<file path="config.mk">
export PLATFORM = sky130hd
export DESIGN_NAME = distinct_member_window_finder_unit
export DESIGN_NICKNAME = d
export VERILOG_FILES = /design/src/hdl/dmwf_pkg.sv /design/src/hdl/dmwf_member_ram.sv /design/src/hdl/distinct_member_window_finder_unit.sv
export SDC_FILE = /design/constraint.sdc
export NUM_CORES = 1
export LEC_CHECK = 0
export ABC_AREA = 0
export BUFFER_PORTS_ARGS = -buffer_cell sky130_fd_sc_hd__buf_2
export CELL_PAD_IN_SITES_DETAIL_PLACEMENT = 0
export CELL_PAD_IN_SITES_GLOBAL_PLACEMENT = 2
export CORE_ASPECT_RATIO = 0.6
export CORE_MARGIN = 3
export CORE_UTILIZATION = 45
export DETAILED_ROUTE_END_ITERATION = 10
export PLACE_DENSITY_LB_ADDON = 0.1
export SLEW_MARGIN = 5
export SYNTH_ARGS = -nofsm -noshare
export SYNTH_HDL_FRONTEND = slang
export SYNTH_SLANG_ARGS = --single-unit
</file>
<file path="constraint.sdc">
create_clock -name clk -period 7.9 [get_ports clk]
set_input_delay 0.395 -clock clk [delete_from_list [all_inputs] [get_ports clk]]
set_output_delay 0.395 -clock clk [all_outputs]
set_load 0.01 [all_outputs]
</file>
<file path="src/hdl/dmwf_pkg.sv">
// Shared types and constants of the distinct member window finder.
// Used by dmwf_member_ram and distinct_member_window_finder_unit; no dependencies.
`timescale 1ns / 1ps

package dmwf_pkg;

	localparam int SYMBOL_W   = 8;
	localparam int POS_W      = 32;
	localparam int CFG_W      = 64;
	localparam int CFG_IDX_W  = 3;
	localparam int WLEN_W     = 5;
	localparam int MASK_ROWS  = 4;
	localparam int ROW_IDX_W  = 2;
	localparam int ROW_BIT_W  = 6;

	localparam logic [WLEN_W-1:0] WLEN_RESET = 5'd3;

	typedef enum logic [CFG_IDX_W-1:0] {
		CFG_MASK_0     = 3'd0,
		CFG_MASK_1     = 3'd1,
		CFG_MASK_2     = 3'd2,
		CFG_MASK_3     = 3'd3,
		CFG_WINDOW_LEN = 3'd4
	} cfg_index_t;

	typedef struct packed {
		logic                 en;
		logic [ROW_IDX_W-1:0] row;
		logic [CFG_W-1:0]     data;
	} mask_wr_t;

endpackage

</file>
<file path="src/hdl/dmwf_member_ram.sv">
// Membership mask memory: four rows of 64 bits, one write and one registered read port.
// Depends on dmwf_pkg for widths and the write request struct.
`timescale 1ns / 1ps

module dmwf_member_ram (
	input  logic                           clk,
	input  logic                           arst_n,
	input  dmwf_pkg::mask_wr_t             wr,
	input  logic                           rd_en,
	input  logic [dmwf_pkg::ROW_IDX_W-1:0] rd_row,
	output logic [dmwf_pkg::CFG_W-1:0]     rd_data
);

	logic [dmwf_pkg::CFG_W-1:0]     mem [dmwf_pkg::MASK_ROWS];
	logic [dmwf_pkg::MASK_ROWS-1:0] row_valid_q;
	logic [dmwf_pkg::CFG_W-1:0]     rd_data_q;

	always_ff @(posedge clk) begin
		if (wr.en) begin
			mem[wr.row] <= wr.data;
		end
	end

	// rows never written read as zero
	always_ff @(posedge clk or negedge arst_n) begin
		if (!arst_n) begin
			row_valid_q <= '0;
		end else if (wr.en) begin
			row_valid_q[wr.row] <= 1'b1;
		end
	end

	always_ff @(posedge clk) begin
		if (rd_en) begin
			rd_data_q <= row_valid_q[rd_row] ? mem[rd_row] : '0;
		end
	end

	assign rd_data = rd_data_q;

endmodule

</file>
<file path="src/hdl/distinct_member_window_finder_unit.sv">
// Distinct member window finder: flags windows of distinct member bytes in a byte stream.
// Depends on dmwf_pkg and dmwf_member_ram.
// Path: an accepted item is registered into stage 1 with its mask row read, then into the output register.
// Throughput: one item per cycle unless the output stalls; stage 1 resolves the run from the previous item's result.
// Stalls: the input stalls only while a finished result waits on a stalled output.
// Reset: run length and position clear, window length goes to 3, mask rows read as zero.
`timescale 1ns / 1ps

module distinct_member_window_finder_unit #(
	parameter int MAX_WINDOW = 16
) (
	input  logic                           clk,
	input  logic                           arst_n,
	// input channel
	input  logic                           in_valid,
	output logic                           in_stall,
	input  logic [dmwf_pkg::SYMBOL_W-1:0]  symbol,
	input  logic                           restart,
	// output channel
	output logic                           out_valid,
	input  logic                           out_stall,
	output logic                           found,
	output logic [dmwf_pkg::POS_W-1:0]     start_index,
	// configuration
	input  logic                           cfg_we,
	input  logic [dmwf_pkg::CFG_IDX_W-1:0] cfg_index,
	input  logic [dmwf_pkg::CFG_W-1:0]     cfg_data
);

	localparam int RUN_W = $clog2(MAX_WINDOW + 1);
	localparam int CMP_W = (RUN_W > dmwf_pkg::WLEN_W) ? RUN_W : dmwf_pkg::WLEN_W;

	// pipeline control
	logic adv;
	logic valid_s1;
	logic out_valid_q;

	// stage 1 payload
	logic [dmwf_pkg::SYMBOL_W-1:0] symbol_s1;
	logic                          restart_s1;

	// state
	logic [dmwf_pkg::WLEN_W-1:0]   window_len_q;
	logic [RUN_W-1:0]              run_length_q;
	logic [dmwf_pkg::POS_W-1:0]    position_q;
	logic [dmwf_pkg::SYMBOL_W-1:0] recent_q [MAX_WINDOW];

	// output register
	logic                          found_q;
	logic [dmwf_pkg::POS_W-1:0]    start_index_q;

	// membership lookup
	dmwf_pkg::mask_wr_t            mask_wr;
	logic [dmwf_pkg::CFG_W-1:0]    mask_row;
	logic                          member_s1;

	// stage 1 logic
	logic [RUN_W-1:0]              rl_base;
	logic [RUN_W-1:0]              run_inc;
	logic [RUN_W-1:0]              run_nxt;
	logic [dmwf_pkg::POS_W-1:0]    pos_base;
	logic [dmwf_pkg::POS_W-1:0]    pos_nxt;
	logic [CMP_W-1:0]              wl_ext;
	logic [CMP_W-1:0]              eff_len;
	logic                          hit;
	logic [dmwf_pkg::POS_W-1:0]    start_nxt;

	// Advance the whole pipe unless a finished item waits on a stalled output.
	assign adv      = !(out_valid_q && out_stall);
	assign in_stall = !adv;

	// ---------------------------------------------------------------
	// Configuration: mask rows go to the memory, window length to a register.
	// ---------------------------------------------------------------
	always_comb begin
		mask_wr.en   = 1'b0;
		mask_wr.row  = cfg_index[dmwf_pkg::ROW_IDX_W-1:0];
		mask_wr.data = cfg_data;
		unique case (cfg_index)
			dmwf_pkg::CFG_MASK_0,
			dmwf_pkg::CFG_MASK_1,
			dmwf_pkg::CFG_MASK_2,
			dmwf_pkg::CFG_MASK_3: mask_wr.en = cfg_we;
			default:              mask_wr.en = 1'b0;
		endcase
	end

	always_ff @(posedge clk or negedge arst_n) begin
		if (!arst_n) begin
			window_len_q <= dmwf_pkg::WLEN_RESET;
		end else if (cfg_we && cfg_index == dmwf_pkg::CFG_WINDOW_LEN) begin
			window_len_q <= cfg_data[dmwf_pkg::WLEN_W-1:0];
		end
	end

	// ---------------------------------------------------------------
	// Stage 0: read the mask row selected by the upper symbol bits.
	// ---------------------------------------------------------------
	dmwf_member_ram u_member_ram (
		.clk     (clk),
		.arst_n  (arst_n),
		.wr      (mask_wr),
		.rd_en   (adv && in_valid),
		.rd_row  (symbol[dmwf_pkg::SYMBOL_W-1 -: dmwf_pkg::ROW_IDX_W]),
		.rd_data (mask_row)
	);

	always_ff @(posedge clk or negedge arst_n) begin
		if (!arst_n) begin
			valid_s1    <= 1'b0;
			out_valid_q <= 1'b0;
		end else if (adv) begin
			valid_s1    <= in_valid;
			out_valid_q <= valid_s1;
		end
	end

	always_ff @(posedge clk) begin
		if (adv && in_valid) begin
			symbol_s1  <= symbol;
			restart_s1 <= restart;
		end
	end

	// ---------------------------------------------------------------
	// Stage 1: membership bit, distinctness against the run, new run length.
	// ---------------------------------------------------------------
	assign member_s1 = mask_row[symbol_s1[dmwf_pkg::ROW_BIT_W-1:0]];

	// restart drops the run and the position before this byte
	assign rl_base  = restart_s1 ? '0 : run_length_q;
	assign pos_base = restart_s1 ? '0 : position_q;

	assign run_inc = (rl_base == RUN_W'(MAX_WINDOW)) ? rl_base : rl_base + 1'b1;

	// The nearest earlier copy inside the run wins: the run shrinks to the
	// bytes after it. Scan from the far end so the nearest match lands last.
	always_comb begin
		run_nxt = run_inc;
		for (int d = MAX_WINDOW; d >= 1; d--) begin
			if (recent_q[d-1] == symbol_s1 && RUN_W'(d) <= rl_base) begin
				run_nxt = RUN_W'(d);
			end
		end
		if (!member_s1) begin
			run_nxt = '0;
		end
	end

	// Clamp the window length: zero acts as one, above the depth acts as the depth.
	assign wl_ext = CMP_W'(window_len_q);

	always_comb begin
		priority if (wl_ext == '0) begin
			eff_len = CMP_W'(1);
		end else if (wl_ext > CMP_W'(MAX_WINDOW)) begin
			eff_len = CMP_W'(MAX_WINDOW);
		end else begin
			eff_len = wl_ext;
		end
	end

	assign hit       = CMP_W'(run_nxt) >= eff_len;
	assign start_nxt = pos_base - dmwf_pkg::POS_W'(eff_len) + 1'b1;

	// position saturates at all ones
	assign pos_nxt = (pos_base == '1) ? pos_base : pos_base + 1'b1;

	always_ff @(posedge clk or negedge arst_n) begin
		if (!arst_n) begin
			run_length_q <= '0;
			position_q   <= '0;
		end else if (adv && valid_s1) begin
			run_length_q <= run_nxt;
			position_q   <= pos_nxt;
		end
	end

	// Shift the byte history; only the run part of it is ever consulted.
	always_ff @(posedge clk) begin
		if (adv && valid_s1) begin
			recent_q[0] <= symbol_s1;
			for (int i = 1; i < MAX_WINDOW; i++) begin
				recent_q[i] <= recent_q[i-1];
			end
		end
	end

	// Hold the result here until the output side takes the item.
	always_ff @(posedge clk) begin
		if (adv) begin
			found_q       <= hit;
			start_index_q <= hit ? start_nxt : '0;
		end
	end

	assign out_valid   = out_valid_q;
	assign found       = found_q;
	assign start_index = start_index_q;

endmodule
</file>
**After elaboration in Yosys (flattened, before gate mapping)**

Memories as Yosys holds them, arrays and structs flattened. A register that Yosys moved wholly into a read port is not among the register bits.
Cells that the tools add are included.
W data, S select, Z words.

- Add/subtract/negate cells: 4
- Order comparisons: 22
- Equal/unequal tests: 22
- Muxes and demuxes: 34
- Bitwise logic cells: 1
- Reduce and logical (&&, ||, !) cells: 26

Operators with widths:

| kind | number |
|---|---|
| $eq A8 B8 Y1 | 16 |
| $mux W5 | 21 |
| $add A32 B1 Y32 const B | 2 |
| $mux W32 | 2 |
| $le A4 B5 Y1 const A | 8 |
| $eq A32 B32 Y1 const B | 1 |
| $sub A32 B5 Y32 | 1 |
| $logic_and A1 B1 Y1 | 21 |
| $le A3 B5 Y1 const A | 4 |
| $le A2 B5 Y1 const A | 2 |
| $mux W1 | 8 |
| $lt A6 B7 Y1 const B | 1 |
| $bmux W1 S6 | 1 |
| $eq A3 B2 Y1 const B | 2 |
| $lt A2 B3 Y1 const B | 2 |
| $add A5 B1 Y5 const B | 1 |
| $eq A5 B5 Y1 const B | 1 |
| $ge A5 B5 Y1 | 1 |
| $gt A5 B5 Y1 const B | 1 |
| $le A1 B5 Y1 const A | 1 |
| $le A5 B5 Y1 const A | 1 |
| $logic_not A5 Y1 | 1 |
| $or A4 B4 Y4 | 1 |
| $reduce_or A4 Y1 | 1 |
| other kinds (7) | 8 |

- Flip-flop bits (word level): 90
- Memory bits (writable): 384
- Input port bits: 81
- Logic and storage cells: 121
- Memories kept: 2

Memories:

| name | depth | width | rd ports | clocked after Yosys merged registers in | wr ports | line | source |
|---|---|---|---|---|---|---|---|
| u_member_ram.mem | 4 | 64 | 1 | 1 | 1 | dmwf_member_ram.sv:14 | `logic [dmwf_pkg::CFG_W-1:0] mem [dmwf_pkg::MASK_ROWS];` |
| recent_q | 16 | 8 | 16 | 0 | 16 | distinct_member_window_finder_unit.sv:46 | `logic [dmwf_pkg::SYMBOL_W-1:0] recent_q [MAX_WINDOW];` |

**Longest topological paths before layout**

- Depth after elaboration: 21
- Gate-level depth with buffers: 22

**Hierarchy**

From an unflattened synthesis, not the netlist that was laid out.

- Cells, all modules: 1545
- Area, all modules: 23983.0 um^2

By module, submodules not included:

| module | instances | cells an instance | area each (um^2) | seq. area each (um^2) |
|---|---|---|---|---|
| distinct_member_window_finder_unit | 1 | 1063 | 12201.7 | 6208.5 |
| dmwf_member_ram | 1 | 482 | 11781.3 | 9709.3 |

**Least setup slack after synthesis**

Ideal clock, no wire load.

- Kind: input port to flip-flop
- Start: input cfg_we
- End: register u_member_ram.row_valid_q[0] (netlist name)
- Arrival time: 5.856 ns
- Path slack: 1.950 ns
- Cell stages on the path: 3
- Cells stage by stage: nor2b_1 > nor3b_1 > or2_2

- Longest elaborated chain between the ends: 1

RTL lines:

| what | line | source |
|---|---|---|
| start: declaration | distinct_member_window_finder_unit.sv:25 | `input logic cfg_we,` |
| $mux W1 | distinct_member_window_finder_unit.sv:79 | `unique case (cfg_index)` |
| end signal: assignment | dmwf_member_ram.sv:27 | `row_valid_q <= '0;` |
| end signal: indexed assignment | dmwf_member_ram.sv:29 | `row_valid_q[wr.row] <= 1'b1;` |
| end: declaration | dmwf_member_ram.sv:15 | `logic [dmwf_pkg::MASK_ROWS-1:0] row_valid_q;` |

No other way between the ends.
A chain may end at the register's enable or synchronous reset.

**Worst setup path in the final report**

- Start: register restart_s1
- End: register start_index_q (netlist bit start_index[31]), data pin

- Longest elaborated chain between the ends: 21
- Elaborated cells on any way between the ends: 57
- Classes of those cells: add/sub: 3; order compare: 17; eq/ne: 1; mux: 20; reduce/logical: 16

RTL lines:

| what | line | source |
|---|---|---|
| start: declaration | distinct_member_window_finder_unit.sv:40 | `logic restart_s1;` |
| start signal: assignment | distinct_member_window_finder_unit.sv:121 | `restart_s1 <= restart;` |
| $mux W5 | distinct_member_window_finder_unit.sv:131 | `assign rl_base = restart_s1 ? '0 : run_length_q;` |
| $add A5 B1 Y5 (tied with other cells) | distinct_member_window_finder_unit.sv:134 | `assign run_inc = (rl_base == RUN_W'(MAX_WINDOW)) ? rl_base : rl_base + 1'b1;` |
| $mux W5 / $logic_and A1 B1 Y1 (equally long branches) | distinct_member_window_finder_unit.sv:134, distinct_member_window_finder_unit.sv:141 |  |
| $mux W5 (16 in a row) | distinct_member_window_finder_unit.sv:141 | `if (recent_q[d-1] == symbol_s1 && RUN_W'(d) <= rl_base) begin` |
| $mux W5 | distinct_member_window_finder_unit.sv:145 | `if (!member_s1) begin` |
| $ge A5 B5 Y1 | distinct_member_window_finder_unit.sv:163 | `assign hit = CMP_W'(run_nxt) >= eff_len;` |
| end signal: assignment | distinct_member_window_finder_unit.sv:193 | `start_index_q <= hit ? start_nxt : '0;` |
| end: declaration | distinct_member_window_finder_unit.sv:50 | `logic [dmwf_pkg::POS_W-1:0] start_index_q;` |

Several ways; a longest one is shown, not always the timed one.

==> parameters.txt <==
Parameter                              Value

Routing
  Routed vias ... 13,100
  DR DRC count ... 0
  Count of antenna-violating nets left after detailed routing ... 0
  DRC marker count from the first detailed-route iteration ... 1,033
  Average vias per placed instance ... 5.35
  Routed WL per cell ... 21.1 µm
  Routed wire length ... 51,800 µm
  Total iterations of the first detailed-routing run ... 5

Clocking
  Clock Pin Slew Worst Setup and Hold Paths ... 0.06 ns
  TritonCTS clock tree ... done
  CTS Sinks ... 538
  Quantity of gates resized following cts ... 0
  Worst-skew pair later-pin latency ... 0.59 ns
  TritonCTS Buffers ... 51
  Clock Root Buffer ... sky130_fd_sc_hd__clkbuf_16
  Clock Path Buffers ... 3
  Number of levels in the clock H-tree ... 2

Placed design
  Placed wire-length estimate after detailed placement ... 32,800 µm
  Total instance count after detailed placement ... 2,307
  Pre-CTS setup slack ... 2.50 ns
  Routability congestion estimate from global placement ... 0.802
  Number of buffers added on ports ... 115
  Placed Area ... 25,200 µm²

Timing
  Period minus WS final ... 5.36 ns
  Final Hold Viols ... 0
  Number of max-slew violations in the final report ... 0
  Final period utilization ... 0.679
  Setup ws final ... 2.54 ns
  Worst slew pin tran ... 1.08 ns
  Worst hold margin ... 0.0367 ns
  Unrepaired setup endpoints after global routing ... false
  Setup TNS ... 0 ns
  Max Clock Freq ... 0.186 GHz
  Final setup violation count ... 0
  Headroom to the max-slew limit ... 0.282
  Post-route clock skew ... 0.0145 ns

Critical path
  Type of the worst setup path ... flop to flop
  CP max FO ... 29
  Reg-to-reg startpoint ... restart_s1
  CP startpoint ... restart_s1
  Largest stage delay on the critical path ... 0.64 ns
  Crit-path leading delay family ... simple AND/OR/NAND/NOR gates
  Endpoint required time on the critical path ... 8.23 ns
  Number of buffer and inverter stages on the critical path ... 4
  CP Launch Type ... flop
  R2r setup slk ... 2.54 ns
  Path depth of the worst reg2reg path ... 22
  Nature of the critical path endpoint ... flop
  Arrival time at the worst endpoint ... 5.69 ns
  RR Endpoint ... start_index[31]
  CP max stage cell ... sky130_fd_sc_hd__or4_1
  Ordered list of cells on the worst path ... buf_4 > inv_1 > buf_4 > nand2_1 > ha_1 > or3_1 > a31oi_1 > or4_1 > nor2b_1 > nor4_1 > a21oi_1 > o211ai_1 > ha_1 > nand2b_1 > a21oi_1 > nor2b_1 > o21ai_0 > nand2b_1 > a21oi_4 > buf_4 > nor2b_1 > mux2_2

Logic synthesis
  Library cells used by synthesis ... 60
  Synthesized-area fraction occupied by ao, oa, aoi and oai cells ... 0.0337
  Number of enable flip-flop cells after synthesis ... 490
  Largest family of logic cells by synthesized area ... simple AND/OR/NAND/NOR gates
  Synthesized netlist cell count ... 1,538
  Flop and latch count out of synthesis ... 538
  Primary FF master, synth ... sky130_fd_sc_hd__edfxtp_1
  Share of synthesized cell area in full adder, half adder and majority cells ... 0.0376
  Post-Synth Simple-Gate Area ... 0.0882
  Post-Syn Area ... 23,800 µm²
  Multiplexer fraction of the synthesized cell area ... 0.0849
  Part of the Yosys area used for sequential elements ... 0.669
  Mean instance size in the synthesized netlist ... 15.5 µm²
  Xor and xnor area share after synthesis ... 0.0681
  Synth warnings ... 0
  Async set-reset flop share out of synthesis ... 0.0892
  Nets in the synthesized netlist ... 1,690

Power
  Cell Pwr Density ... 248 nW/µm²
  Sw Pwr ... 1.71 mW
  Largest voltage drop on the vdd net ... 220 µV
  Logic pwr share ... 0.137
  Overall Power ... 6.74 mW
  Power share of the sequential group ... 0.523
  Reported leakage power ... 10.0 nW
  Internal ... 5.03 mW
  Clock Power Share ... 0.339
  Net Sw Frac ... 0.254

Floorplanning
  Std-Cell Rows ... 64
  Die X-Extent ... 303 µm
  Initial cell density of the core ... 0.461
  Overall die height ... 184 µm
  Count of pins on the block boundary ... 116
  Total Die Area ... 55,800 µm²
  Core footprint ... 51,600 µm²

Min path
  Worst Min Path Start ... cfg_data[34]
  Min-Delay Path Class ... input pin to flop
  Endpoint of the worst hold path ... u_member_ram.mem[1][34]
  Hold-critical path depth ... 1

Finish
  Area occupied by multi-input gates ... 7480 µm²
  Layout Area Growth over Synthesis ... 14.2%
  FILL cells ... 4,295
  Fraction of layout instances using a drive strength above 1 ... 0.179
  Storage cell area ... 15,900 µm²
  Final design utilization ... 0.526
  Filler-free cell count of the finished design ... 2,448
  Finished layout cell area ... 27,200 µm²
  Layout net count ... 1,865

Global routing
  Wire length of the first global-routing pass ... 80,600 µm
  Number of antenna violations at the first check in global routing ... 4
  Gr ovfl total ... 0
  Largest net degree at the start of global routing ... 75
  Gr usage total ... 0.190
  Number of global-route vias before repair ... 13,300

Outcome
  Outcome ... finished, final reports clean

Run
  Number of max-cap violations ... 0
[synthesized netlist by cell type, drive strengths merged, types with 27 or more instances]
master  number  area, µm²
edfxtp     490      14700
nand2      121        454
xor2       119       1040
mux4        84       1890
nor2b       78        488
ha          70        876
nor2        69        259
xnor2       66        578
inv         48        180
dfrtp       46       1150
a21oi       38        190
clkbuf      34        128
buf         27        141
[power groups by stage]
stage | clock [mW] | sequential, mW | combinational, mW
after floorplan | 0 | 3.58 | 0.585
after global placement | 0 | 3.58 | 0.918
after detailed placement | 0 | 3.59 | 0.915
after CTS | 2.37 | 3.53 | 0.942
after global routing | 2.48 | 3.55 | 1.03
final | 2.29 | 3.53 | 0.925
[state kept, by name, indices dropped and copies added, names as in the netlist]
signal	cells
start_index	32
valid_s1	1
found	1
u_member_ram.row_valid_q	4
recent_q	128
u_member_ram.rd_data	64
out_valid	1
restart_s1	1
window_len_q	5
position_q	32
symbol_s1	8
run_length_q	5
u_member_ram.mem	256
[cell usage in the layout (no fill, tap or decap), types with 22 or more instances in the layout]
cell,Yosys,routed
sky130_fd_sc_hd__a21oi_1,38,37
sky130_fd_sc_hd__nor2b_1,78,78
sky130_fd_sc_hd__xor2_1,119,119
sky130_fd_sc_hd__edfxtp_1,490,490
sky130_fd_sc_hd__nor2_1,69,68
sky130_fd_sc_hd__ha_1,70,70
sky130_fd_sc_hd__o21ai_0,23,23
sky130_fd_sc_hd__dfrtp_1,46,46
sky130_fd_sc_hd__dlygate4sd3_1,0,46
sky130_fd_sc_hd__buf_2,14,114
sky130_fd_sc_hd__nand4_1,22,22
sky130_fd_sc_hd__inv_1,48,47
sky130_fd_sc_hd__buf_4,0,23
sky130_fd_sc_hd__clkbuf_16,0,51
sky130_fd_sc_hd__mux4_2,84,84
sky130_fd_sc_hd__xnor2_1,66,66
sky130_fd_sc_hd__nand3_1,26,26
sky130_fd_sc_hd__nand2_1,121,120
sky130_fd_sc_hd__nor3_1,24,24
[how the worst max path moves through the flow]
| stage | endpoint | slack [ns] | depth (start not counted) |
|---|---|---|---|
| 3_5_place_dp | start_index[31] | 2.50 | 22 |
| 3_3_place_gp | start_index[31] | 2.60 | 22 |
| 4_1_cts | start_index[31] | 2.48 | 22 |
| 6_report | start_index[31] | 2.54 | 22 |
| 2_1_floorplan | u_member_ram.row_valid_q[0] | 1.95 | 3 |
| 5_1_grt | start_index[31] | 2.04 | 21 |
[layer usage]
metal  vias up  wire, µm  track usage
li1       6120         -            -
met1      6616     27000        0.313
met2       301     21200        0.260
met3        63      2750       0.0344
met4         2       821       0.0393
met5         -        13            0
[repair_timing]
item	4_1_cts	5_1_grt
hold buffers	46	0
buffers inserted	0	0
hold endpoints to repair	208	0
[cell type report]
class | count | area share
Antenna cell | 2 | 0.000184
Timing Repair Buffer | 183 | 0.0443
Tap cell | 693 | 0.0319
Clock buffer | 72 | 0.0498
Sequential cell | 538 | 0.586
Clock inverter | 21 | 0.00626
Inverter | 48 | 0.00672
Multi-Input combinational cell | 891 | 0.275
[cells by family after synthesis]
group | Yosys count
flip-flops | 538
AND/OR/NAND/NOR | 415
XOR/XNOR | 185
AO/OA/AOI/OAI | 124
buffers and inverters | 109
multiplexers | 96
adder cells (fa/ha/maj) | 71
No activity file was read; power rests on OpenSTA's default activity.
